`config.mk`:
```
export PLATFORM = sky130hd
export DESIGN_NAME = tmwc_cfg
export DESIGN_NICKNAME = d
export VERILOG_FILES = /design/src/hdl/tmwc_pkg.sv /design/src/hdl/tmwc_cfg.sv
export SDC_FILE = /design/constraint.sdc
export NUM_CORES = 1
export LEC_CHECK = 0
export ABC_CLOCK_PERIOD_IN_PS = 900
export BUFFER_PORTS_ARGS = -buffer_cell sky130_fd_sc_hd__buf_2
export CORE_MARGIN = 2
export CORE_UTILIZATION = 35
export CTS_CLUSTER_SIZE = 30
export DETAILED_ROUTE_END_ITERATION = 10
export PLACE_DENSITY = 0.87
export SLEW_MARGIN = 15
export SYNTH_ARGS = -nofsm -noshare
export SYNTH_HDL_FRONTEND = slang
export SYNTH_SLANG_ARGS = --single-unit
```
`constraint.sdc`:
```
create_clock -name clk -period 0.9 [get_ports clk]
set_input_delay 0.18 -clock clk [delete_from_list [all_inputs] [get_ports clk]]
set_output_delay 0.18 -clock clk [all_outputs]
set_load 0.01 [all_outputs]
```
`src/hdl/tmwc_pkg.sv`:
```
// Shared types and constants for the tile map wall collision resolver.
// No dependencies; every other file imports this package.
package tmwc_pkg;

  localparam int POS_W  = 20;   // position fields, signed, 8 fraction bits
  localparam int TILE_W = 6;    // tile_x / tile_y fields
  localparam int CFG_W  = 7;    // map_width / map_height registers
  localparam int CFG_AW = 3;    // config byte address, registers at 0 and 4
  localparam int CFG_DW = 32;

  // Geometry in pixels. Tile span in 1/256 pixel must be a power of two.
  localparam int TILE_SIZE   = 32;
  localparam int ENTITY_SIZE = 32;
  localparam int TILE_SPAN   = TILE_SIZE * 256;
  localparam int SPAN_SHIFT  = $clog2(TILE_SPAN);
  localparam int ENT_SPAN    = ENTITY_SIZE * 256;
  localparam int ENT_HALF    = ENTITY_SIZE * 128;
  localparam int TILE_HALF   = TILE_SIZE * 128;
  localparam int REACH       = (ENTITY_SIZE + TILE_SIZE) * 128;

  // Corner coordinate, tile index taken from it, and running position.
  localparam int CRN_W  = POS_W + 1;
  localparam int TIDX_W = CRN_W - SPAN_SHIFT;
  localparam int ACC_W  = POS_W + 4;

  localparam int POS_MIN = -(2 ** (POS_W - 1));
  localparam int POS_MAX = (2 ** (POS_W - 1)) - 1;

  localparam logic CMD_WRITE   = 1'b0;
  localparam logic CMD_RESOLVE = 1'b1;

  // paddr[2] selects the register
  localparam logic REG_MAP_WIDTH  = 1'b0;
  localparam logic REG_MAP_HEIGHT = 1'b1;

  typedef struct packed {
    logic                    command;
    logic [TILE_W-1:0]       tile_x;
    logic [TILE_W-1:0]       tile_y;
    logic                    solid;
    logic signed [POS_W-1:0] pos_x;
    logic signed [POS_W-1:0] pos_y;
  } tmwc_in_t;

  typedef struct packed {
    logic signed [POS_W-1:0] new_pos_x;
    logic signed [POS_W-1:0] new_pos_y;
    logic                    hit;
  } tmwc_out_t;

  typedef struct packed {
    logic [CFG_W-1:0] map_width;
    logic [CFG_W-1:0] map_height;
  } tmwc_cfg_t;

  typedef enum logic [1:0] {
    ST_CLEAR,
    ST_IDLE,
    ST_READ,
    ST_LAST
  } tmwc_state_t;

  function automatic logic signed [POS_W-1:0] sat_pos(input logic signed [ACC_W-1:0] v);
    logic signed [ACC_W-1:0] lo;
    logic signed [ACC_W-1:0] hi;
    lo = ACC_W'(POS_MIN);
    hi = ACC_W'(POS_MAX);
    if (v < lo) begin
      sat_pos = POS_W'(POS_MIN);
    end else if (v > hi) begin
      sat_pos = POS_W'(POS_MAX);
    end else begin
      sat_pos = v[POS_W-1:0];
    end
  endfunction

endpackage

```
`src/hdl/tmwc_cfg.sv`:
```
// APB-style register port for map_width and map_height.
// Depends on tmwc_pkg.
module tmwc_cfg (
  input  logic                       clk,
  input  logic                       rst_n,
  input  logic                       psel,
  input  logic                       penable,
  input  logic                       pwrite,
  input  logic [tmwc_pkg::CFG_AW-1:0] paddr,
  input  logic [tmwc_pkg::CFG_DW-1:0] pwdata,
  output logic [tmwc_pkg::CFG_DW-1:0] prdata,
  output logic                       pready,
  output tmwc_pkg::tmwc_cfg_t        cfg
);
  import tmwc_pkg::*;

  logic [CFG_W-1:0] map_width_r;
  logic [CFG_W-1:0] map_height_r;
  logic [CFG_W-1:0] map_width_nxt;
  logic [CFG_W-1:0] map_height_nxt;

  always_comb begin
    map_width_nxt  = map_width_r;
    map_height_nxt = map_height_r;
    if (psel && penable && pwrite) begin
      case (paddr[2])
        REG_MAP_WIDTH:  map_width_nxt  = pwdata[CFG_W-1:0];
        REG_MAP_HEIGHT: map_height_nxt = pwdata[CFG_W-1:0];
        default: ;
      endcase
    end
  end

  always_ff @(posedge clk) begin
    if (!rst_n) begin
      map_width_r  <= CFG_W'(64);
      map_height_r <= CFG_W'(64);
    end else begin
      map_width_r  <= map_width_nxt;
      map_height_r <= map_height_nxt;
    end
  end

  always_comb begin
    case (paddr[2])
      REG_MAP_WIDTH:  prdata = CFG_DW'(map_width_r);
      REG_MAP_HEIGHT: prdata = CFG_DW'(map_height_r);
      default:        prdata = '0;
    endcase
  end

  assign pready         = 1'b1;
  assign cfg.map_width  = map_width_r;
  assign cfg.map_height = map_height_r;

endmodule

```
; ---- Word level (Yosys, flattened, before mapping)
; Index checks and enable logic that the tools add are counted.
[word_totals]
elab_cells = 8
register_bits = 14
output_inout_bits = 47
[classes]
bitwise_logic = 1
mux = 1
reduce_logical = 4
[op_table]
columns = operator, n
row1 = $pmux W32 S2, 1
row2 = $reduce_and A2 Y1, 2
row3 = $logic_and A1 B1 Y1, 2
row4 = $not A1 Y1, 1

; ---- Depth between registers and ports, before layout
[logic_depth]
word_depth = 3
ltp_mapped = 4
mapped_depth_nobuf = 2

; ---- Worst setup path after synthesis
; Ideal clock, no wire load.
[synth_path]
path_type = input to output
from = input paddr[2] (netlist name)
to = output prdata[0] (netlist name)
cell_stages = 2
t_required_ps = 720
setup_slack_ps = 76
arrival_time_ps = 644
path_buffers = 1
path_cell_list = buf_6 mux2_2
[synth_via]
elab_chain_len = 2
[synth_rtl]
columns = element, line
row1 = from (decl), tmwc_cfg.sv:9  ; input logic [tmwc_pkg::CFG_AW-1:0] paddr,
row2 = $not A1 Y1 (no source line), --
row3 = $pmux W32 S2 *, tmwc_cfg.sv:45  ; case (paddr[2])
row4 = to (decl), tmwc_cfg.sv:11  ; output logic [tmwc_pkg::CFG_DW-1:0] prdata,
; Mark *: on every way between the ends. The rest lies on a longest branch, timed or not. The select of a mux whose other input is x is not followed.

; ---- Final worst setup path
[layout_path]
from = register map_width_r[1]
to = output prdata[1] (netlist name)
[layout_via]
elab_chain_len = 1
[layout_rtl]
columns = element, line
row1 = from (decl), tmwc_cfg.sv:17  ; logic [CFG_W-1:0] map_width_r;
row2 = from (signal assigned), tmwc_cfg.sv:39  ; map_width_r <= map_width_nxt;
row3 = $pmux W32 S2, tmwc_cfg.sv:45
; Every way passes these cells. The select of a mux whose other input is x is not followed.

==> metrics.md <==
| Metric | Value |
|---|---|
| Status | complete, but fails checks |
| Violated checks | negative setup slack |
| Flops & latches, synth | 14 |
| Crit path max-delay family | flip-flops |
| Worst Path Arrival | 1.00 ns |
| Critical Path RT | 0.72 ns |
| Hold path depth | 3 |
| Max clock buf depth | 2 |
| Lkg Pwr | 0.743 nW |
| Core area | 0.00225 mm² |
| Fin crit period | 1.18 ns |
| CTS H-tree depth | 1 |
| Starting density of the core | 37.9% |
| Fin. Hold Viols | 0 |
| Port Buffers | 33 |
| Hold WS | 0.172 ns |
| Cell count after synthesis | 90 |
| Maxcap violations | 0 |
| Routed wire length | 2030 µm |
| Peak supply drop | 935 µV |
| Worst r2r path cells | 4 |
| CTS Sinks | 14 |
| Yosys cell types | 11 |
| CP bufs+invs | 1 |
| DRT iter0 DRCs | 4 |
| Fraction of layout cells with a size suffix above 1 | 57.3% |
| Largest net degree at the start of global routing | 10 |
| Routability cong. | 0.665 |
| CP max FO | 2 |
| Most common cell after layout, fill and taps aside | buf_6 |
| Post-synthesis sequential area ratio | 32.8% |
| Setup violators final | 21 |
| Worst slack at placement | -0.191 ns |
| Vias per std cell | 4.14 |
| FMAX | 847 MHz |
| RSZ-0062 raised after global routing | yes |
| Tcrit/Tclk final | 131% |
| Vias in the first global route | 665 |
| Final core area utilization | 58.6% |
| Startpoint types | register |
| Drt pass-1 iters | 3 |
| First-pass GRT wire length | 2900 µm |
| Slowest cell delay on critical path | 0.33 ns |
| WL/cell | 11.8 µm |
| Number of buffers created by CTS | 3 |
| Initial antenna violation count | 0 |
| Rows | 17 |
| Clock Latency Late Sink | 0.27 ns |
| Pwr Density | 950 mW/mm² |
| DIE WIDTH | 53.4 µm |
| Clk pin slew, worst setup/hold paths | 0.08 ns |
| Overall Power | 1.26 mW |
| Layout Area Growth over Synthesis | 54.6% |
| Slew Limit Fails | 0 |
| Fin nets | 185 |
| Crit Path Category | register to output port |
| Overflow left after global routing | 0 |
| Final ANT Viol Nets | 0 |
| Post-Syn Area | 855 µm² |
| Residual DRC count | 0 |
| Slowest library cell on the worst path | dfxtp_2 |
| Root buffer cell | clkbuf_4 |
| Yosys Warn Count | 0 |
| Total track usage | 14.3% |
| Die Ht | 53.4 µm |
| Die area | 0.00285 mm² |
| HPWL after detailed placement | 1390 µm |
| CP endpoint kind | output port |
| Num ports | 87 |
| Clk_skew | 0 ns |
| Final worst setup slack | -0.280 ns |
| CTS tree | yes |
| Commonest cells after routing, fill and taps aside | buf_6 (32), conb_1 (26), nand2_1 (18) |
| Worst Hold Class | primary input to register |
| Worst-path cell chain | mux2_4 > buf_6 |
| Syn_area_per_cell | 9.50 µm² |
| Ant. Diodes | 0 |
| DR vias | 708 |
| Worst path depth | 2 |
flip-flops by register name, summed over array words and instances (netlist names):
signal and count:
map_width_r 7, map_height_r 7
final cells by class:
type	count	area (µm²)
clock buffers	3	22.5
fillers	211	933
multi-input cells	70	458
flip-flops and latches	14	298
well taps	28	35.0
repair buffers	56	508
power by group:
part / internal [mW] / leakage [nW] / switching [mW]
registers: 0.635 / 0.118 / 0.00906
logic: 0.127 / 0.611 / 0.142
clock network: 0.155 / 0.0138 / 0.187
cells in the mapped netlist:
master	number	share of area (%)
buf_4	26	23
buf_6	2	2.6
clkbuf_1	2	0.88
conb_1	2	0.88
dfxtp_1	14	33
mux2_2	7	9.2
mux2i_1	14	16
nand2_1	18	7.9
nand4_2	1	1.5
nand4b_4	1	2.8
nor2b_1	3	2.2
stage by stage:
stage          TNS (ns)  instance area [µm²]  cells
2_1_floorplan         0                  945    114
3_3_place_gp      -1.89                  950    149
3_5_place_dp      -2.26                  950    149
4_1_cts           -3.22                 1250    164
5_1_grt           -4.02                 1320    171
6_report          -3.31                 1320    171
cells by family (layout without fill, tap and decap cells):
group	Yosys count	after routing	synth area share (%)
AND/OR/NAND/NOR	23	23	14.3
flip-flops	14	14	32.8
multiplexers	21	21	25.6
buffers and inverters	30	59	26.4
other	2	26	0.879
routing by layer:
metal,GRT usage (%),vias to the layer above,part of all wire (%)
met3,4.24,0,6.7
met2,28.2,36,56
li1,-,347,-
met5,0,-,0
met1,14.6,325,37
met4,2.56,0,0
worst min-delay path: cells and delay by family:
family                 cells  cell delay [ns]
multiplexers               1             0.06
AND/OR/NAND/NOR            1             0.07
buffers and inverters      1             0.09
what timing repair did:
item | in CTS | in global routing
setup endpoints to repair | 21 | 21
gates resized for setup | 45 | 12
setup buffers | 12 | 13
hold buffers | 0 | 0
final timing paths:
| check | endpoint | start | slack, ns |
|---|---|---|---|
| min | map_height_r[2]$_SDFFE_PN0P_ | pwdata[2] | 0.17 |
| max reg2reg | map_width_r[0]$_SDFFE_PN0P_ | map_width_r[0]$_SDFFE_PN0P_ | 0.12 |
| min reg2reg | map_height_r[0]$_SDFFE_PN0P_ | map_height_r[0]$_SDFFE_PN0P_ | 0.49 |
| max | prdata[1] | map_width_r[1]$_SDFFE_PN0P_ | -0.28 |
Power figures use the tool's default switching activity.
