$ cat src/hdl/tmwc_pkg.sv
// Shared types and constants for the tile map wall collision resolver.
// No dependencies; every other file imports this package.
package tmwc_pkg;

  localparam int POS_W  = 20;   // position fields, signed, 8 fraction bits
  localparam int TILE_W = 6;    // tile_x / tile_y fields
  localparam int CFG_W  = 7;    // map_width / map_height registers
  localparam int CFG_AW = 3;    // config byte address, registers at 0 and 4
  localparam int CFG_DW = 32;

  // Geometry in pixels. Tile span in 1/256 pixel must be a power of two.
  localparam int TILE_SIZE   = 32;
  localparam int ENTITY_SIZE = 32;
  localparam int TILE_SPAN   = TILE_SIZE * 256;
  localparam int SPAN_SHIFT  = $clog2(TILE_SPAN);
  localparam int ENT_SPAN    = ENTITY_SIZE * 256;
  localparam int ENT_HALF    = ENTITY_SIZE * 128;
  localparam int TILE_HALF   = TILE_SIZE * 128;
  localparam int REACH       = (ENTITY_SIZE + TILE_SIZE) * 128;

  // Corner coordinate, tile index taken from it, and running position.
  localparam int CRN_W  = POS_W + 1;
  localparam int TIDX_W = CRN_W - SPAN_SHIFT;
  localparam int ACC_W  = POS_W + 4;

  localparam int POS_MIN = -(2 ** (POS_W - 1));
  localparam int POS_MAX = (2 ** (POS_W - 1)) - 1;

  localparam logic CMD_WRITE   = 1'b0;
  localparam logic CMD_RESOLVE = 1'b1;

  // paddr[2] selects the register
  localparam logic REG_MAP_WIDTH  = 1'b0;
  localparam logic REG_MAP_HEIGHT = 1'b1;

  typedef struct packed {
    logic                    command;
    logic [TILE_W-1:0]       tile_x;
    logic [TILE_W-1:0]       tile_y;
    logic                    solid;
    logic signed [POS_W-1:0] pos_x;
    logic signed [POS_W-1:0] pos_y;
  } tmwc_in_t;

  typedef struct packed {
    logic signed [POS_W-1:0] new_pos_x;
    logic signed [POS_W-1:0] new_pos_y;
    logic                    hit;
  } tmwc_out_t;

  typedef struct packed {
    logic [CFG_W-1:0] map_width;
    logic [CFG_W-1:0] map_height;
  } tmwc_cfg_t;

  typedef enum logic [1:0] {
    ST_CLEAR,
    ST_IDLE,
    ST_READ,
    ST_LAST
  } tmwc_state_t;

  function automatic logic signed [POS_W-1:0] sat_pos(input logic signed [ACC_W-1:0] v);
    logic signed [ACC_W-1:0] lo;
    logic signed [ACC_W-1:0] hi;
    lo = ACC_W'(POS_MIN);
    hi = ACC_W'(POS_MAX);
    if (v < lo) begin
      sat_pos = POS_W'(POS_MIN);
    end else if (v > hi) begin
      sat_pos = POS_W'(POS_MAX);
    end else begin
      sat_pos = v[POS_W-1:0];
    end
  endfunction

endpackage

$ cat src/hdl/tmwc_resolve.sv
// Command sequencer and push datapath: map clear, tile writes, corner reads
// and the per-corner position push. Depends on tmwc_pkg; drives tmwc_wall_ram.
module tmwc_resolve #(
  parameter int MAP_MAX = 64,
  parameter int AW      = 12
) (
  input  logic                 clk,
  input  logic                 rst_n,
  input  logic                 start,
  input  tmwc_pkg::tmwc_in_t   in_item,
  input  tmwc_pkg::tmwc_cfg_t  cfg,
  output logic                 busy,
  output logic                 out_valid,
  output tmwc_pkg::tmwc_out_t  out_item,
  output logic                 ram_we,
  output logic [AW-1:0]        ram_waddr,
  output logic                 ram_wdata,
  output logic [AW-1:0]        ram_raddr,
  input  logic                 ram_rdata
);
  import tmwc_pkg::*;

  localparam int DEPTH = MAP_MAX * MAP_MAX;
  localparam int LIM_W = ($clog2(MAP_MAX + 1) > CFG_W) ? $clog2(MAP_MAX + 1) : CFG_W;
  localparam logic [LIM_W-1:0] MAP_MAX_L = LIM_W'(MAP_MAX);
  localparam logic [AW-1:0]    MAP_MAX_A = AW'(MAP_MAX);
  localparam logic [AW-1:0]    LAST_ADDR = AW'(DEPTH - 1);
  localparam logic [1:0]       K_LAST    = 2'd3;

  localparam logic signed [CRN_W-1:0] ENT_SPAN_C  = CRN_W'(ENT_SPAN);
  localparam logic signed [ACC_W-1:0] ENT_HALF_A  = ACC_W'(ENT_HALF);
  localparam logic signed [ACC_W-1:0] TILE_HALF_A = ACC_W'(TILE_HALF);
  localparam logic signed [ACC_W-1:0] REACH_A     = ACC_W'(REACH);
  // landing spots once pushed out: tile centre - entity half -/+ reach
  localparam logic signed [ACC_W-1:0] LAND_LO_A   = ACC_W'(TILE_HALF - ENT_HALF - REACH);
  localparam logic signed [ACC_W-1:0] LAND_HI_A   = ACC_W'(TILE_HALF - ENT_HALF + REACH);

  tmwc_state_t state_r, state_nxt;

  logic [AW-1:0]           clr_cnt_r, clr_cnt_nxt;
  logic [1:0]              k_r, k_nxt;
  logic                    pv_r, pv_nxt;
  logic [TIDX_W-2:0]       ptx_r, ptx_nxt;
  logic [TIDX_W-2:0]       pty_r, pty_nxt;
  logic signed [POS_W-1:0] px0_r, px0_nxt;
  logic signed [POS_W-1:0] py0_r, py0_nxt;
  logic signed [ACC_W-1:0] px_r, px_nxt;
  logic signed [ACC_W-1:0] py_r, py_nxt;
  logic                    hit_r, hit_nxt;
  logic                    out_valid_r, out_valid_nxt;
  tmwc_out_t               out_item_r, out_item_nxt;

  logic accept;
  logic clearing;
  logic walking;
  logic pushing;
  logic finishing;

  // ---------------- state machine ----------------
  always_comb begin
    state_nxt = state_r;
    case (state_r)
      ST_CLEAR: if (clr_cnt_r == LAST_ADDR) state_nxt = ST_IDLE;
      ST_IDLE:  if (start && in_item.command == CMD_RESOLVE) state_nxt = ST_READ;
      ST_READ:  if (k_r == K_LAST) state_nxt = ST_LAST;
      ST_LAST:  state_nxt = ST_IDLE;
      default:  state_nxt = ST_IDLE;
    endcase
  end

  always_comb begin
    busy      = 1'b1;
    clearing  = 1'b0;
    walking   = 1'b0;
    pushing   = 1'b0;
    finishing = 1'b0;
    case (state_r)
      ST_CLEAR: clearing = 1'b1;
      ST_IDLE:  busy = 1'b0;
      ST_READ: begin
        walking = 1'b1;
        pushing = 1'b1;
      end
      ST_LAST: begin
        pushing   = 1'b1;
        finishing = 1'b1;
      end
      default: ;
    endcase
  end

  assign accept = start && !busy;

  // ---------------- corner address ----------------
  logic signed [CRN_W-1:0]  cx, cy;
  logic signed [TIDX_W-1:0] ix, iy;
  logic [TIDX_W-2:0]        ix_u, iy_u;
  logic [LIM_W-1:0]         lim_w, lim_h;
  logic                     crn_in_rng;

  always_comb begin
    cx = {px0_r[POS_W-1], px0_r} + (k_r[0] ? ENT_SPAN_C : '0);
    cy = {py0_r[POS_W-1], py0_r} + (k_r[1] ? ENT_SPAN_C : '0);
    // floor division by the tile span
    ix   = cx[CRN_W-1:SPAN_SHIFT];
    iy   = cy[CRN_W-1:SPAN_SHIFT];
    ix_u = ix[TIDX_W-2:0];
    iy_u = iy[TIDX_W-2:0];
    lim_w = (LIM_W'(cfg.map_width) > MAP_MAX_L) ? MAP_MAX_L : LIM_W'(cfg.map_width);
    lim_h = (LIM_W'(cfg.map_height) > MAP_MAX_L) ? MAP_MAX_L : LIM_W'(cfg.map_height);
    crn_in_rng = !ix[TIDX_W-1] && !iy[TIDX_W-1] &&
                 (LIM_W'(ix_u) < lim_w) && (LIM_W'(iy_u) < lim_h);
  end

  assign ram_raddr = AW'(iy_u) * MAP_MAX_A + AW'(ix_u);

  // ---------------- write port: clear sweep or tile write ----------------
  logic wr_in_rng;

  assign wr_in_rng = (LIM_W'(in_item.tile_x) < MAP_MAX_L) &&
                     (LIM_W'(in_item.tile_y) < MAP_MAX_L);

  always_comb begin
    if (clearing) begin
      ram_we    = 1'b1;
      ram_waddr = clr_cnt_r;
      ram_wdata = 1'b0;
    end else begin
      ram_we    = accept && in_item.command == CMD_WRITE && wr_in_rng;
      ram_waddr = AW'(in_item.tile_y) * MAP_MAX_A + AW'(in_item.tile_x);
      ram_wdata = in_item.solid;
    end
  end

  assign clr_cnt_nxt = clearing ? clr_cnt_r + AW'(1) : clr_cnt_r;

  // ---------------- push datapath ----------------
  // Read data for corner k arrives in the cycle after its read, lined up with pv_r/ptx_r/pty_r.
  logic signed [ACC_W-1:0] tbx, tby, dx, dy, adx, ady;
  logic                    wall_hit, do_push;

  always_comb begin
    tbx = $signed(ACC_W'(ptx_r) << SPAN_SHIFT);
    tby = $signed(ACC_W'(pty_r) << SPAN_SHIFT);
    dx  = px_r + ENT_HALF_A - (tbx + TILE_HALF_A);
    dy  = py_r + ENT_HALF_A - (tby + TILE_HALF_A);
    adx = dx[ACC_W-1] ? -dx : dx;
    ady = dy[ACC_W-1] ? -dy : dy;
    wall_hit = pushing && pv_r && ram_rdata;
    // both depths positive <=> both |d| below reach
    do_push  = wall_hit && (adx < REACH_A) && (ady < REACH_A);
  end

  always_comb begin
    k_nxt         = walking ? k_r + 2'd1 : 2'd0;
    pv_nxt        = walking && crn_in_rng;
    ptx_nxt       = ix_u;
    pty_nxt       = iy_u;
    px0_nxt       = px0_r;
    py0_nxt       = py0_r;
    px_nxt        = px_r;
    py_nxt        = py_r;
    hit_nxt       = hit_r;
    out_valid_nxt = finishing;
    out_item_nxt  = out_item_r;

    if (accept && in_item.command == CMD_RESOLVE) begin
      px0_nxt = in_item.pos_x;
      py0_nxt = in_item.pos_y;
      px_nxt  = {{(ACC_W - POS_W){in_item.pos_x[POS_W-1]}}, in_item.pos_x};
      py_nxt  = {{(ACC_W - POS_W){in_item.pos_y[POS_W-1]}}, in_item.pos_y};
      hit_nxt = 1'b0;
    end else begin
      if (wall_hit) begin
        hit_nxt = 1'b1;
      end
      if (do_push) begin
        // smaller x depth means larger |dx|; ties go to y
        if (adx > ady) begin
          px_nxt = tbx + (dx[ACC_W-1] ? LAND_LO_A : LAND_HI_A);
        end else begin
          py_nxt = tby + (dy[ACC_W-1] ? LAND_LO_A : LAND_HI_A);
        end
      end
    end

    if (finishing) begin
      out_item_nxt.new_pos_x = sat_pos(px_nxt);
      out_item_nxt.new_pos_y = sat_pos(py_nxt);
      out_item_nxt.hit       = hit_nxt;
    end
  end

  always_ff @(posedge clk) begin
    if (!rst_n) begin
      state_r     <= ST_CLEAR;
      clr_cnt_r   <= '0;
      k_r         <= '0;
      pv_r        <= 1'b0;
      hit_r       <= 1'b0;
      out_valid_r <= 1'b0;
    end else begin
      state_r     <= state_nxt;
      clr_cnt_r   <= clr_cnt_nxt;
      k_r         <= k_nxt;
      pv_r        <= pv_nxt;
      hit_r       <= hit_nxt;
      out_valid_r <= out_valid_nxt;
    end
  end

  always_ff @(posedge clk) begin
    ptx_r      <= ptx_nxt;
    pty_r      <= pty_nxt;
    px0_r      <= px0_nxt;
    py0_r      <= py0_nxt;
    px_r       <= px_nxt;
    py_r       <= py_nxt;
    out_item_r <= out_item_nxt;
  end

  assign out_valid = out_valid_r;
  assign out_item  = out_item_r;

endmodule
$ cat config.mk
export PLATFORM = sky130hd
export DESIGN_NAME = tmwc_resolve
export DESIGN_NICKNAME = d
export VERILOG_FILES = /design/src/hdl/tmwc_pkg.sv /design/src/hdl/tmwc_resolve.sv
export SDC_FILE = /design/constraint.sdc
export NUM_CORES = 1
export LEC_CHECK = 0
export BUFFER_PORTS_ARGS = -buffer_cell sky130_fd_sc_hd__buf_4
export CORE_ASPECT_RATIO = 0.5
export CORE_UTILIZATION = 54
export CTS_CLUSTER_SIZE = 10
export DETAILED_ROUTE_END_ITERATION = 7
export PLACE_DENSITY = 0.87
export SLEW_MARGIN = 10
export SYNTH_ARGS = -nofsm -noshare
export SYNTH_HDL_FRONTEND = slang
export SYNTH_SLANG_ARGS = --single-unit
$ cat constraint.sdc
create_clock -name clk -period 7.2 [get_ports clk]
set_clock_uncertainty 0.2 [all_clocks]
set_input_delay 1.44 -clock clk [delete_from_list [all_inputs] [get_ports clk]]
set_output_delay 1.44 -clock clk [all_outputs]
set_load 0.01 [all_outputs]
# --- Word level (Yosys, flattened, before mapping) ---
# Cells that the tools add are included.
# Widths: inputs -> output; s select.
word_totals:
  ff_bits: 162
  latchBits: 0
  mem_bits_rw: 0
  rom_bits: 0
  inputBits: 72
  out_inout_bits: 69
  word_cells: 99
  memories: 0
classes:
  addsub: 16
  mul: 0
  div_mod_pow: 0
  n_lt_le_gt_ge: 11
  eq_ne: 8
  n_shift: 0
  muxes: 30
  bitwise: 1
  reduce_logical: 18
ops:
  columns: ["operator", "count"]
  rows:
  - ["$mux 24", 10]
  - ["$add 21x24->24", 2]
  - ["$add 24x14->24 const B", 2]
  - ["$gt 24x20->1 const B", 2]
  - ["$lt 24x15->1 const B", 2]
  - ["$lt 24x20->1 const B", 2]
  - ["$neg 24->24", 2]
  - ["$sub 24x22->24", 2]
  - ["$add 20x13->21 const B", 2]
  - ["$add 20x15->21", 2]
  - ["$mux 20", 2]
  - ["$mux 14", 2]
  - ["$gt 24x24->1", 1]
  - ["$gt 7x7->1 const B", 2]
  - ["$lt 7x7->1", 2]
  - ["$mux 7", 2]
  - ["$add 12x1->12 const B", 1]
  - ["$add 12x6->12", 1]
  - ["$add 12x7->12", 1]
  - ["$eq 12x12->1 const B", 1]
  - ["$logic_and 1x1->1", 12]
  - ["$mux 12", 1]
  - ["$mux 1", 9]
  - ["$pmux 2 s4", 1]
  - ["other kinds (11)", 18]

# --- Depth between registers and ports, before layout ---
# Gate-level depths: netlist of the first run.
logic_depth:
  ltp_word: 11
  mapped_depth: 34
  depth_no_buf: 28

# --- Least setup slack after synthesis of the first run ---
# No wires, ideal clock.
synth_path:
  kind: "register to register"
  start: "register ptx_r[1]"
  end: "register out_item_r, in the netlist out_item[30], data pin"
  setup_time_ns: 0.268
  t_arrival_ns: 6.318
  required_time_ns: 6.732
  slack_ns: 0.414
  path_stages_with_launch: 32
  n_path_buf: 6
  period_less_slack_ns: 6.786
  path_cell_list: "dfxtp_1 inv_1 ha_1 ha_1 buf_2 o21ai_1 a32o_1 or4_1 a21oi_1 o41ai_1 or2_1 buf_2 inv_2 clkbuf_1 clkbuf_1 nor2_1 xor2_1 ha_1 nand2_1 nor4_1 o21ai_0 a21oi_1 a21oi_1 o21ai_0 a21oi_1 or4_1 buf_2 mux2i_1 a211oi_2 a31oi_4 buf_6 a31oi_1"
synth_between:
  elab_chain_len: 11
  word_cells_on_any_way: 16
  cone_classes: "add/sub (4); order compare (4); mux (6); reduce/logical (2)"
synth_lines:
  columns: ["element", "line", "source"]
  rows:
  - ["start, declared", "tmwc_resolve.sv:43", "logic [TIDX_W-2:0] ptx_r, ptx_nxt;"]
  - ["start signal, assigned", "tmwc_resolve.sv:213", "ptx_r <= ptx_nxt;"]
  - ["$add 20x13->21", "tmwc_resolve.sv:145", "dx = px_r + ENT_HALF_A - (tbx + TILE_HALF_A);"]
  - ["$sub 24x22->24", "tmwc_resolve.sv:145", null]
  - ["$neg 24->24", "tmwc_resolve.sv:147", "adx = dx[ACC_W-1] ? -dx : dx;"]
  - ["$mux 24", "tmwc_resolve.sv:147", null]
  - ["$lt 24x15->1", "tmwc_resolve.sv:151", "do_push = wall_hit && (adx < REACH_A) && (ady < REACH_A);"]
  - ["$logic_and 1x1->1 (2 in series)", "tmwc_resolve.sv:151", null]
  - ["$mux 24 *", "tmwc_resolve.sv:177", "if (do_push) begin"]
  - ["$mux 24 *", "tmwc_resolve.sv:167", "if (accept && in_item.command == CMD_RESOLVE) begin"]
  - ["$gt 24x20->1", "tmwc_pkg.sv:70", "end else if (v > hi) begin"]
  - ["$mux 20", "tmwc_pkg.sv:70", null]
  - ["end signal, assigned", "tmwc_resolve.sv:219", "out_item_r <= out_item_nxt;"]
  - ["end, declared", "tmwc_resolve.sv:51", "tmwc_out_t out_item_r, out_item_nxt;"]
# Every way passes the cells marked *; elsewhere a longest branch is shown, timed or not.
# A chain may end at the register's enable or synchronous reset.

# --- Worst setup path in the final report of the first run ---
layout_path:
  start: "register pty_r[1]"
  end: "register out_item_r, in the netlist out_item[25], data pin"
layout_between:
  elab_chain_len: 10
  word_cells_on_any_way: 13
  cone_classes: "add/sub (3); order compare (4); mux (5); reduce/logical (1)"
layout_lines:
  columns: ["element", "line", "source"]
  rows:
  - ["start, declared", "tmwc_resolve.sv:44", "logic [TIDX_W-2:0] pty_r, pty_nxt;"]
  - ["start signal, assigned", "tmwc_resolve.sv:214", "pty_r <= pty_nxt;"]
  - ["$add 20x13->21 *", "tmwc_resolve.sv:146", "dy = py_r + ENT_HALF_A - (tby + TILE_HALF_A);"]
  - ["$sub 24x22->24 *", "tmwc_resolve.sv:146", null]
  - ["$neg 24->24", "tmwc_resolve.sv:148", "ady = dy[ACC_W-1] ? -dy : dy;"]
  - ["$mux 24 *", "tmwc_resolve.sv:148", null]
  - ["$gt 24x24->1 / $lt 24x15->1 (equally long branches)", "tmwc_resolve.sv:179, tmwc_resolve.sv:151", null]
  - ["$mux 24 / $logic_and 1x1->1 (equally long branches)", "tmwc_resolve.sv:179, tmwc_resolve.sv:151", null]
  - ["$mux 24 *", "tmwc_resolve.sv:177", null]
  - ["$mux 24 *", "tmwc_resolve.sv:167", null]
  - ["$gt 24x20->1", "tmwc_pkg.sv:70", null]
  - ["$mux 20", "tmwc_pkg.sv:70", null]
# Marked as above.

==> results of run 1 <==
placed cells by master (no fill, tap or decap), drive strengths merged, types with 7 or more instances in the layout:
cell type	netlist	final
buf	24	187
nand2	167	167
ha	124	124
a21oi	105	105
nor2	97	97
inv	84	89
dfxtp	81	81
xnor2	62	62
nand3	60	60
o21ai	56	56
edfxtp	55	55
xor2	44	44
a31oi	44	44
a21o	34	34
nor3	31	31
nor4	27	27
clkbuf	30	21
and2	19	19
nor2b	18	18
o21a	17	17
and3	16	16
mux2i	15	15
nand4	15	15
nand2b	13	13
mux2	13	13
o211ai	11	11
or3	10	10
o22ai	10	10
o31ai	9	9
a211oi	9	9
o21bai	8	8
a2111o	7	7
or2	7	7
sequential cells by signal, summed over array words and instances (netlist names):
name and count:
px_r 24, hit_r 1, state_r 2, py_r 24
pty_r 7, k_r 2, ptx_r 7, px0_r 7
pv_r 1, py0_r 7, clr_cnt_r 12, out_item 41
out_valid 1
kinds of logic (layout without fill, tap and decap cells):
family | count (synthesis) | after routing | synth area share
compound gates | 378 | 378 | 0.221
buf+inv | 138 | 303 | 0.0483
simple gates | 505 | 505 | 0.212
mux | 28 | 28 | 0.0252
flops | 136 | 136 | 0.278
xor+xnor | 106 | 106 | 0.0807
fa+ha+maj | 126 | 126 | 0.135
per-layer routing:
metal / GRT usage / vias up
li1: - / 5508
met1: 0.492 / 5546
met2: 0.479 / 621
met3: 0.103 / 59
met4: 0.0745 / 0
met5: 0 / -
final cells by class:
class / count / area share
well taps: 292 / 0.0260
clock inverters: 11 / 0.00951
inverters: 84 / 0.0224
multi-input cells: 1143 / 0.573
flip-flops and latches: 136 / 0.233
repair buffers: 187 / 0.102
clock buffers: 21 / 0.0341
how the worst min path moves through the flow:
stage	from	end	slack, ns	cells past startpoint
2_1_floorplan	k_r[0]$_SDFF_PN0_	k_r[0]$_SDFF_PN0_	0.22	1
3_3_place_gp	k_r[0]$_SDFF_PN0_	k_r[0]$_SDFF_PN0_	0.26	1
3_5_place_dp	k_r[0]$_SDFF_PN0_	k_r[0]$_SDFF_PN0_	0.28	1
4_1_cts	k_r[0]$_SDFF_PN0_	k_r[0]$_SDFF_PN0_	0.29	1
5_1_grt	k_r[0]$_SDFF_PN0_	k_r[0]$_SDFF_PN0_	0.31	1
6_report	k_r[0]$_SDFF_PN0_	k_r[0]$_SDFF_PN0_	0.30	1
synthesized netlist by cell type, types with 19 or more instances:
cell	count	area [um2]
xnor2_1	59	517
a21oi_1	103	515
nand3_1	59	295
and2_1	19	119
edfxtp_1	55	1650
dfxtp_1	81	1620
ha_1	124	1550
inv_1	82	308
nor4_1	23	144
nand2_1	167	627
nor3_1	29	145
xor2_1	44	385
a31oi_1	43	269
nor2_1	97	364
a21o_1	34	255
clkbuf_1	30	113
o21ai_0	45	225
what timing repair did:
item	4_1_cts	5_1_grt
resized for setup	2	16
gates cloned	0	0
pin swaps	0	3
buffers inserted	0	4
setup endpoints to repair	18	59
stage by stage:
step           utilization  worst slack (ns)
2_1_floorplan            -             0.414
3_3_place_gp         0.635             0.358
3_5_place_dp         0.635           0.00540
4_1_cts              0.665             0.100
5_1_grt              0.671           0.00747
6_report             0.671             0.289
==> impl_metrics.env, run 1 <==
export IMPL_hold_slack_ns=0.296
export IMPL_wl_met2_um=15300
export IMPL_worstReg2RegStart="pty_r[1]$_DFF_P_"
export IMPL_path_depth=26
export IMPL_outcome="finished clean"
export IMPL_ys_async_sr_fraction=0
export IMPL_fin_crit_sh=0.960
export IMPL_drive_gt1_frac=0.180
export IMPL_synth_ff_type="dfxtp_1"
export IMPL_start_util=0.562
export IMPL_die_x_um=211
export IMPL_multi_input_area_mm2=0.00806
export IMPL_first_pass_iters=6
export IMPL_path_class="flip-flop to flip-flop"
export IMPL_place_area_mm2=0.0133
export IMPL_syn2layout_area_growth_pct=19.4
export IMPL_worst_r2r_setup_slack_ns=0.29
export IMPL_fp_row_count=37
export IMPL_syn_inst=1417
export IMPL_ant_nets=0
export IMPL_synthesis_nets=1615
export IMPL_route_detailed_drc=0
export IMPL_insertedDiodeCount=0
export IMPL_setup_viol=0
export IMPL_postCtsHoldBufs=0
export IMPL_max_slew_margin=0.269
export IMPL_cp_startpoint="pty_r[1]$_DFF_P_"
export IMPL_dr_wl_met3_um=4570
export IMPL_synth_distinct_cells=94
export IMPL_rsz0062_at_grt="no"
export IMPL_critPathLaunchType="flip-flop"
export IMPL_critPathRequiredTime_ns=7.25
export IMPL_grt_pass1_wl_um=59000
export IMPL_synth_warnings=0
export IMPL_highest_layer="met4"
export IMPL_chipHeight_um=106
export IMPL_worstRegToRegCells=26
export IMPL_first_global_vias=11200
export IMPL_syn_area_per_cell_um2=8.32
export IMPL_seqCellArea_mm2=0.00327
export IMPL_placed_cells=1838
export IMPL_hp_class="flip-flop to flip-flop"
export IMPL_grt_ovfl_total=0
export IMPL_grt_usage=0.337
export IMPL_vias=11700
export IMPL_root_buffer="clkbuf_16"
export IMPL_stdcell_count=1874
export IMPL_clock_path_buffers=2
export IMPL_ios=141
export IMPL_cts_buffers_inserted=17
export IMPL_netlist_area_mm2=0.0118
export IMPL_cp_arrival_ns=6.96
export IMPL_clkSinkCount=136
export IMPL_fin_crit_ns=6.91
export IMPL_insertion_delay_ns=0.44
export IMPL_cpMaxStageDelayCell="or4_4"
export IMPL_dpl_hpwl_um=28800
export IMPL_viasPerCell=6.26
export IMPL_drv_slew=0
export IMPL_htree_levels=4
export IMPL_reg2reg_to="out_item[25]$_SDFFCE_PP0P_"
export IMPL_path_buf_inv=3
export IMPL_finalWirelength_um=37800
export IMPL_cp_top_family="compound AO/OA/AOI/OAI gates"
export IMPL_cap_violations=0
export IMPL_cp_end_kind="flip-flop"
export IMPL_synth_enable_flop_cells=55
export IMPL_tightest_slew_ns=1.09
export IMPL_nets=1767
export IMPL_fill_cells=1655
export IMPL_path_max_fanout=19
export IMPL_grt_max_degree=61
export IMPL_fin_setup_tns_ns=0
export IMPL_antenna_found_initial=0
export IMPL_cts_tree="done"
export IMPL_hold_violations=0
export IMPL_max_stage_delay_ns=0.58
export IMPL_place_congestion=1.05
export IMPL_die_area_mm2=0.0225
export IMPL_port_buffers=140
export IMPL_fmax_mhz=145
export IMPL_drt_iter0_markers=1419
export IMPL_fp_coreArea_mm2=0.0210
export IMPL_seq_area_frac_synth=0.278
export IMPL_design_area_mm2=0.0141
export IMPL_wl_met1_um=17400
export IMPL_routedWlPerCell_um=20.2
export IMPL_ys_ff_latch=136
export IMPL_crit_end="out_item[25]$_SDFFCE_PP0P_"
export IMPL_clkTransAtPathRegs_ns=0.06
Power of run 1 is not shown: default switching activity piles up to over one toggle a cycle in this logic, so the estimate is an artifact.
==> inputs of run 2 (changes only) <==
Settings changed: ABC_AREA from default to 1, CORE_UTILIZATION 54 to 55, PLACE_DENSITY 0.87 to 0.88.
==> run 2 against run 1 <==
  * Cell area fell by 1.4%
  * Setup slack better by 0.42 ns
  * Via count grew 0.32%
  * Routed wire length down 16%
  * Die area is 0.19% lower
  * Sequential cell count unchanged
  * Hold slack got worse by 0.0049 ns
  * Sequential share of layout area grew 0.33 points
  * Cell count rose by 18%
  * Utilization decreased by 0.79 points
  * Largest cell class unchanged
  * First-iteration DRC count fell by 24%
==> impl_metrics.env, run 2 <==
export IMPL_outcome="finished clean"
export IMPL_fin_setup_tns_ns=0
export IMPL_netlist_area_mm2=0.0120
export IMPL_cts_buffers_inserted=17
export IMPL_synth_top_cell_area_share=0.157
export IMPL_start_util=0.573
export IMPL_viasPerCell=5.34
export IMPL_path_class="flip-flop to flip-flop"
export IMPL_cap_violations=0
export IMPL_path_max_fanout=37
export IMPL_place_congestion=0.949
export IMPL_yosys_area_top_type="nand2_1"
export IMPL_route_detailed_drc=0
export IMPL_leakage_uw=0.00763
export IMPL_fin_crit_ns=6.49
export IMPL_reg2reg_to="out_item[21]$_SDFFCE_PP0P_"
export IMPL_drt_iter0_markers=1078
export IMPL_intPower_uw=1420
export IMPL_ys_ff_latch=136
export IMPL_seq_area_frac_synth=0.273
export IMPL_synth_warnings=0
export IMPL_drv_slew=0
export IMPL_worst_r2r_setup_slack_ns=0.71
export IMPL_hold_slack_ns=0.291
export IMPL_synth_ff_type="dfxtp_1"
export IMPL_cts_tree="done"
export IMPL_die_area_mm2=0.0224
export IMPL_setup_viol=0
export IMPL_first_pass_iters=7
export IMPL_vias=11800
export IMPL_clkSinkCount=136
export IMPL_synth_most_common_cell="nand2_1"
export IMPL_insertion_delay_ns=0.44
export IMPL_routedWlPerCell_um=14.3
export IMPL_worstReg2RegStart="ptx_r[0]$_DFF_P_"
export IMPL_critPathRequiredTime_ns=7.15
export IMPL_ios=141
export IMPL_max_stage_delay_ns=0.53
export IMPL_hp_class="flip-flop to flip-flop"
export IMPL_grt_max_degree=69
export IMPL_htree_levels=4
export IMPL_port_buffers=140
export IMPL_dpl_hpwl_um=24400
export IMPL_fp_coreArea_mm2=0.0209
export IMPL_finalWirelength_um=31600
export IMPL_final_common_cell="nand2_1"
export IMPL_fp_row_count=37
export IMPL_fmax_mhz=154
export IMPL_switching_share=0.218
export IMPL_critPathLaunchType="flip-flop"
export IMPL_cts_resized=0
export IMPL_cp_arrival_ns=6.44
export IMPL_seq_power_share=0.441
export IMPL_grt_ovfl_total=0
export IMPL_drive_gt1_frac=0.151
export IMPL_grt_usage=0.292
export IMPL_largest_register_ffs=41
export IMPL_root_buffer="clkbuf_16"
export IMPL_syn_inst=1772
export IMPL_ant_nets=0
export IMPL_synthesis_nets=1970
export IMPL_cpMaxStageDelayCell="or4_1"
export IMPL_synth_distinct_cells=53
export IMPL_cp_end_kind="flip-flop"
export IMPL_antenna_found_initial=0
export IMPL_synth_common_cells="501 x nand2_1, 289 x inv_1, 136 x nor2_1"
export IMPL_synth_enable_flop_cells=55
export IMPL_postCtsHoldBufs=0
export IMPL_fin_crit_sh=0.901
export IMPL_hold_violations=0
export IMPL_p_per_area_mw_per_mm2=131
export IMPL_crit_end="out_item[21]$_SDFFCE_PP0P_"
export IMPL_clkTransAtPathRegs_ns=0.06
export IMPL_final_cell_mix="501 x nand2_1, 289 x inv_1, 142 x buf_4"
export IMPL_power_switching_uw=395
export IMPL_syn_area_per_cell_um2=6.76
export IMPL_max_slew_margin=0.219
export IMPL_p_comb_frac=0.028
export IMPL_grt_pass1_wl_um=52500
export IMPL_syn2layout_area_growth_pct=15.8
export IMPL_rsz0062_at_grt="no"
export IMPL_ys_async_sr_fraction=0
export IMPL_post_cts_setup_buffers=0
export IMPL_ys_top_cells_by_area="nand2_1 16%, edfxtp_1 14%, dfxtp_1 14%, ha_1 13%, inv_1 9.1%"
export IMPL_cpMostUsedCell="nand2_1"
export IMPL_ir_worst_vdd_uv=103
export IMPL_first_global_vias=11100
export IMPL_clockPowerShare=0.531
export IMPL_chipHeight_um=106
export IMPL_cp_startpoint="ptx_r[0]$_DFF_P_"
export IMPL_clock_path_buffers=2
export IMPL_insertedDiodeCount=0
export IMPL_worstRegToRegCells=33
export IMPL_tightest_slew_ns=1.17
export IMPL_die_x_um=211
export IMPL_nets=2098
[run 2: changes by cell type after synthesis, sizes merged, moves of 42 or more]
cell / change
inv: +223
nand2: +357
nor2: +77
a31oi: -42
nand3: +72
xnor2: -47
[run 2: worst min path at each step]
| stage | startpoint | to | slack, ns | cells after the start |
|---|---|---|---|---|
| 2_1_floorplan | k_r[0]$_SDFF_PN0_ | k_r[0]$_SDFF_PN0_ | 0.22 | 1 |
| 3_3_place_gp | k_r[0]$_SDFF_PN0_ | k_r[0]$_SDFF_PN0_ | 0.25 | 1 |
| 3_5_place_dp | k_r[0]$_SDFF_PN0_ | k_r[0]$_SDFF_PN0_ | 0.27 | 1 |
| 4_1_cts | clr_cnt_r[11]$_SDFFE_PN0P_ | clr_cnt_r[11]$_SDFFE_PN0P_ | 0.29 | 2 |
| 5_1_grt | k_r[0]$_SDFF_PN0_ | k_r[0]$_SDFF_PN0_ | 0.33 | 1 |
| 6_report | clr_cnt_r[11]$_SDFFE_PN0P_ | clr_cnt_r[11]$_SDFFE_PN0P_ | 0.29 | 2 |
[run 2: area by class of cell]
cell class	count	area [um2]
clock buffers	17	425
clock inverters	15	214
fillers	1763	7050
inverters	310	1170
multi-input cells	1293	7360
flip-flops and latches	136	3270
well taps	292	365
repair buffers	142	1070
[run 2: critical path: cells and delay by family, from the launching register on]
family                     cells  cell delay, ns
and+or+nand+nor               23            3.78
adders and majority gates      3            0.96
AOI/OAI and AO/OA              3            0.46
DFF                            1            0.37
buffers and inverters          3            0.21
xor gates and xnor gates       1            0.21
[run 2: logic make-up after synthesis]
family / Yosys count / share of synthesized area
fa+ha+maj: 126 / 0.133
buf+inv: 343 / 0.113
compound gates: 201 / 0.0982
flops: 136 / 0.273
xor+xnor: 60 / 0.0457
simple gates: 906 / 0.337
[run 2: routing by layer]
layer | part of all wire | GRT usage | wire length, um | vias to the layer above
met5 | 0 | 0 | 0 | -
met4 | 0.014 | 0.0756 | 455 | 0
met3 | 0.11 | 0.0786 | 3370 | 50
met2 | 0.42 | 0.446 | 13300 | 465
met1 | 0.46 | 0.405 | 14500 | 5326
li1 | - | - | - | 5930
[run 2: power by group through the flow]
stage | logic (uW) | clock network [uW] | registers (uW)
after detailed placement | 51.4 | 0 | 815
after global placement | 49.8 | 0 | 815
final | 51.5 | 961 | 798
after global routing | 56.7 | 998 | 798
after CTS | 51.6 | 961 | 799
after floorplan | 13.3 | 0 | 815
[run 2: per-stage QoR]
step | area, um2 | std cells | total power, uW | util | setup slack (ns)
global placement | 13200 | 2173 | 865 | 0.633 | 1.19
CTS | 13900 | 2205 | 1810 | 0.663 | 0.845
floorplan | 12000 | 1772 | 828 | - | 1.57
global route | 13900 | 2205 | 1850 | 0.663 | 0.150
finish | 13900 | 2205 | 1810 | 0.663 | 0.713
detailed placement | 13200 | 2173 | 867 | 0.633 | 0.977
No activity file was read; power rests on OpenSTA's default activity.
==> inputs of run 3 (changes only) <==
Settings changed: CORE_UTILIZATION 55 to 56, CTS_BUF_LIST from default to sky130_fd_sc_hd__clkbuf_2, PLACE_DENSITY 0.88 to 0.89.
==> run 3 against run 2 <==
  * Register-to-register slack improved by 0.19 ns
  * Clock power fell by 47%
  * Routed wire length decreased by 4.3%
  * Cell count is 0.82% lower
  * Setup slack better by 0.19 ns
  * Global-route usage fell by 0.84 points
  * Power fell by 25%
  * Fmax increased by 3.0%
  * Utilization down 1.3 points
  * Via count down 2.3%
  * First-iteration DRC count decreased by 6.7%
  * Combinational power barely moved
  * Largest cell class unchanged
  * Largest power group is now registers
==> impl_metrics.env, run 3 (synthesis results as in run 2) <==
export IMPL_port_buffers=140
export IMPL_critPathLaunchType="flip-flop"
export IMPL_drive_gt1_frac=0.152
export IMPL_tightest_slew_ns=1.14
export IMPL_postCtsHoldBufs=0
export IMPL_grt_pass1_wl_um=50600
export IMPL_post_cts_setup_buffers=0
export IMPL_clkTransAtPathRegs_ns=0.24
export IMPL_outcome="finished clean"
export IMPL_drt_iter0_markers=1006
export IMPL_fp_row_count=37
export IMPL_p_per_area_mw_per_mm2=101
export IMPL_finalPower_uw=1360
export IMPL_cts_resized=0
export IMPL_hp_class="flip-flop to flip-flop"
export IMPL_seqCellArea_mm2=0.00327
export IMPL_start_util=0.578
export IMPL_hold_slack_ns=0.295
export IMPL_dpl_hpwl_um=24600
export IMPL_nets=2099
export IMPL_multi_input_area_mm2=0.00736
export IMPL_setup_viol=0
export IMPL_max_slew_margin=0.240
export IMPL_max_stage_delay_ns=0.53
export IMPL_fin_crit_ns=6.30
export IMPL_die_area_mm2=0.0220
export IMPL_fin_setup_tns_ns=0
export IMPL_path_max_fanout=37
export IMPL_clockPowerShare=0.376
export IMPL_final_common_cell="nand2_1"
export IMPL_cp_arrival_ns=6.59
export IMPL_leakage_uw=0.00748
export IMPL_antenna_found_initial=0
export IMPL_cts_tree="done"
export IMPL_cpMostUsedCell="nand2_1"
export IMPL_root_buffer="clkbuf_2"
export IMPL_path_class="flip-flop to flip-flop"
export IMPL_ir_worst_vdd_uv=93.7
export IMPL_chipHeight_um=105
export IMPL_final_cell_mix="501 x nand2_1, 289 x inv_1, 143 x buf_4"
export IMPL_rsz0062_at_grt="no"
export IMPL_drv_slew=0
export IMPL_grt_usage=0.283
export IMPL_largest_register_ffs=41
export IMPL_grt_ovfl_total=0
export IMPL_seq_power_share=0.586
export IMPL_insertedDiodeCount=0
export IMPL_clkSinkCount=136
export IMPL_cap_violations=0
export IMPL_grt_max_degree=70
export IMPL_first_global_vias=10700
export IMPL_clock_path_buffers=2
export IMPL_fin_crit_sh=0.874
export IMPL_route_detailed_drc=0
export IMPL_fp_coreArea_mm2=0.0207
export IMPL_switching_share=0.263
export IMPL_first_pass_iters=6
export IMPL_hold_violations=0
export IMPL_viasPerCell=5.26
export IMPL_p_comb_frac=0.038
export IMPL_die_x_um=209
export IMPL_power_switching_uw=359
export IMPL_vias=11500
export IMPL_insertion_delay_ns=0.77
export IMPL_fill_cells=1790
export IMPL_cpMaxStageDelayCell="or4_1"
export IMPL_cp_end_kind="flip-flop"
export IMPL_intPower_uw=1010
export IMPL_critPathRequiredTime_ns=7.50
export IMPL_finalWirelength_um=30300
export IMPL_routedWlPerCell_um=13.8
export IMPL_ios=141
export IMPL_ant_nets=0
export IMPL_htree_levels=4
export IMPL_syn2layout_area_growth_pct=12.6
export IMPL_place_congestion=0.965
export IMPL_cts_buffers_inserted=17
export IMPL_fmax_mhz=159
run 3: critical path, delay by kind of cell, from the launching register on:
kind | cells | cell delay (ns)
xor+xnor | 1 | 0.21
compound gates | 4 | 0.64
simple gates | 23 | 3.35
fa+ha+maj | 3 | 0.96
flops | 1 | 0.39
buf+inv | 4 | 0.29
run 3: power by group through the flow:
| stage | clock (uW) | combinational (uW) | sequential, uW |
|---|---|---|---|
| 3_5_place_dp | 0 | 51.2 | 815 |
| 2_1_floorplan | 0 | 13.3 | 815 |
| 4_1_cts | 514 | 51.4 | 800 |
| 6_report | 513 | 51.3 | 800 |
| 3_3_place_gp | 0 | 50.0 | 815 |
| 5_1_grt | 548 | 56.1 | 801 |
run 3: layer usage:
metal	vias to the layer above	wire length (um)	GRT usage	share of wire
met5	-	0	0	0
met4	0	322	0.0593	0.011
met3	35	2890	0.0727	0.095
met2	410	12500	0.431	0.41
met1	5146	14600	0.403	0.48
li1	5912	-	-	-
run 3: final timing paths:
check	slack, ns	endpoint	cells past startpoint	start
min reg2reg	0.29	k_r[0]$_SDFF_PN0_	1	k_r[0]$_SDFF_PN0_
max	0.90	out_item[29]$_SDFFCE_PP0P_	35	ptx_r[0]$_DFF_P_
min	0.29	k_r[0]$_SDFF_PN0_	1	k_r[0]$_SDFF_PN0_
max reg2reg	0.90	out_item[29]$_SDFFCE_PP0P_	35	ptx_r[0]$_DFF_P_
run 3: through the flow:
stage           util  instance area (um2)  instances  setup WS, ns
2_1_floorplan      -                12000       1772          1.57
5_1_grt        0.650                13500       2187         0.185
6_report       0.650                13500       2187         0.905
4_1_cts        0.650                13500       2187         0.948
3_3_place_gp   0.637                13200       2155          1.17
3_5_place_dp   0.637                13200       2155         0.936
run 3: area by class of cell:
type / instances / area share
inverter: 310 / 0.0866
multi-input combinational: 1293 / 0.546
timing repair buffer: 143 / 0.0796
sequential: 136 / 0.243
tap: 273 / 0.0253
clock buffer: 17 / 0.00631
clock inverter: 15 / 0.0135
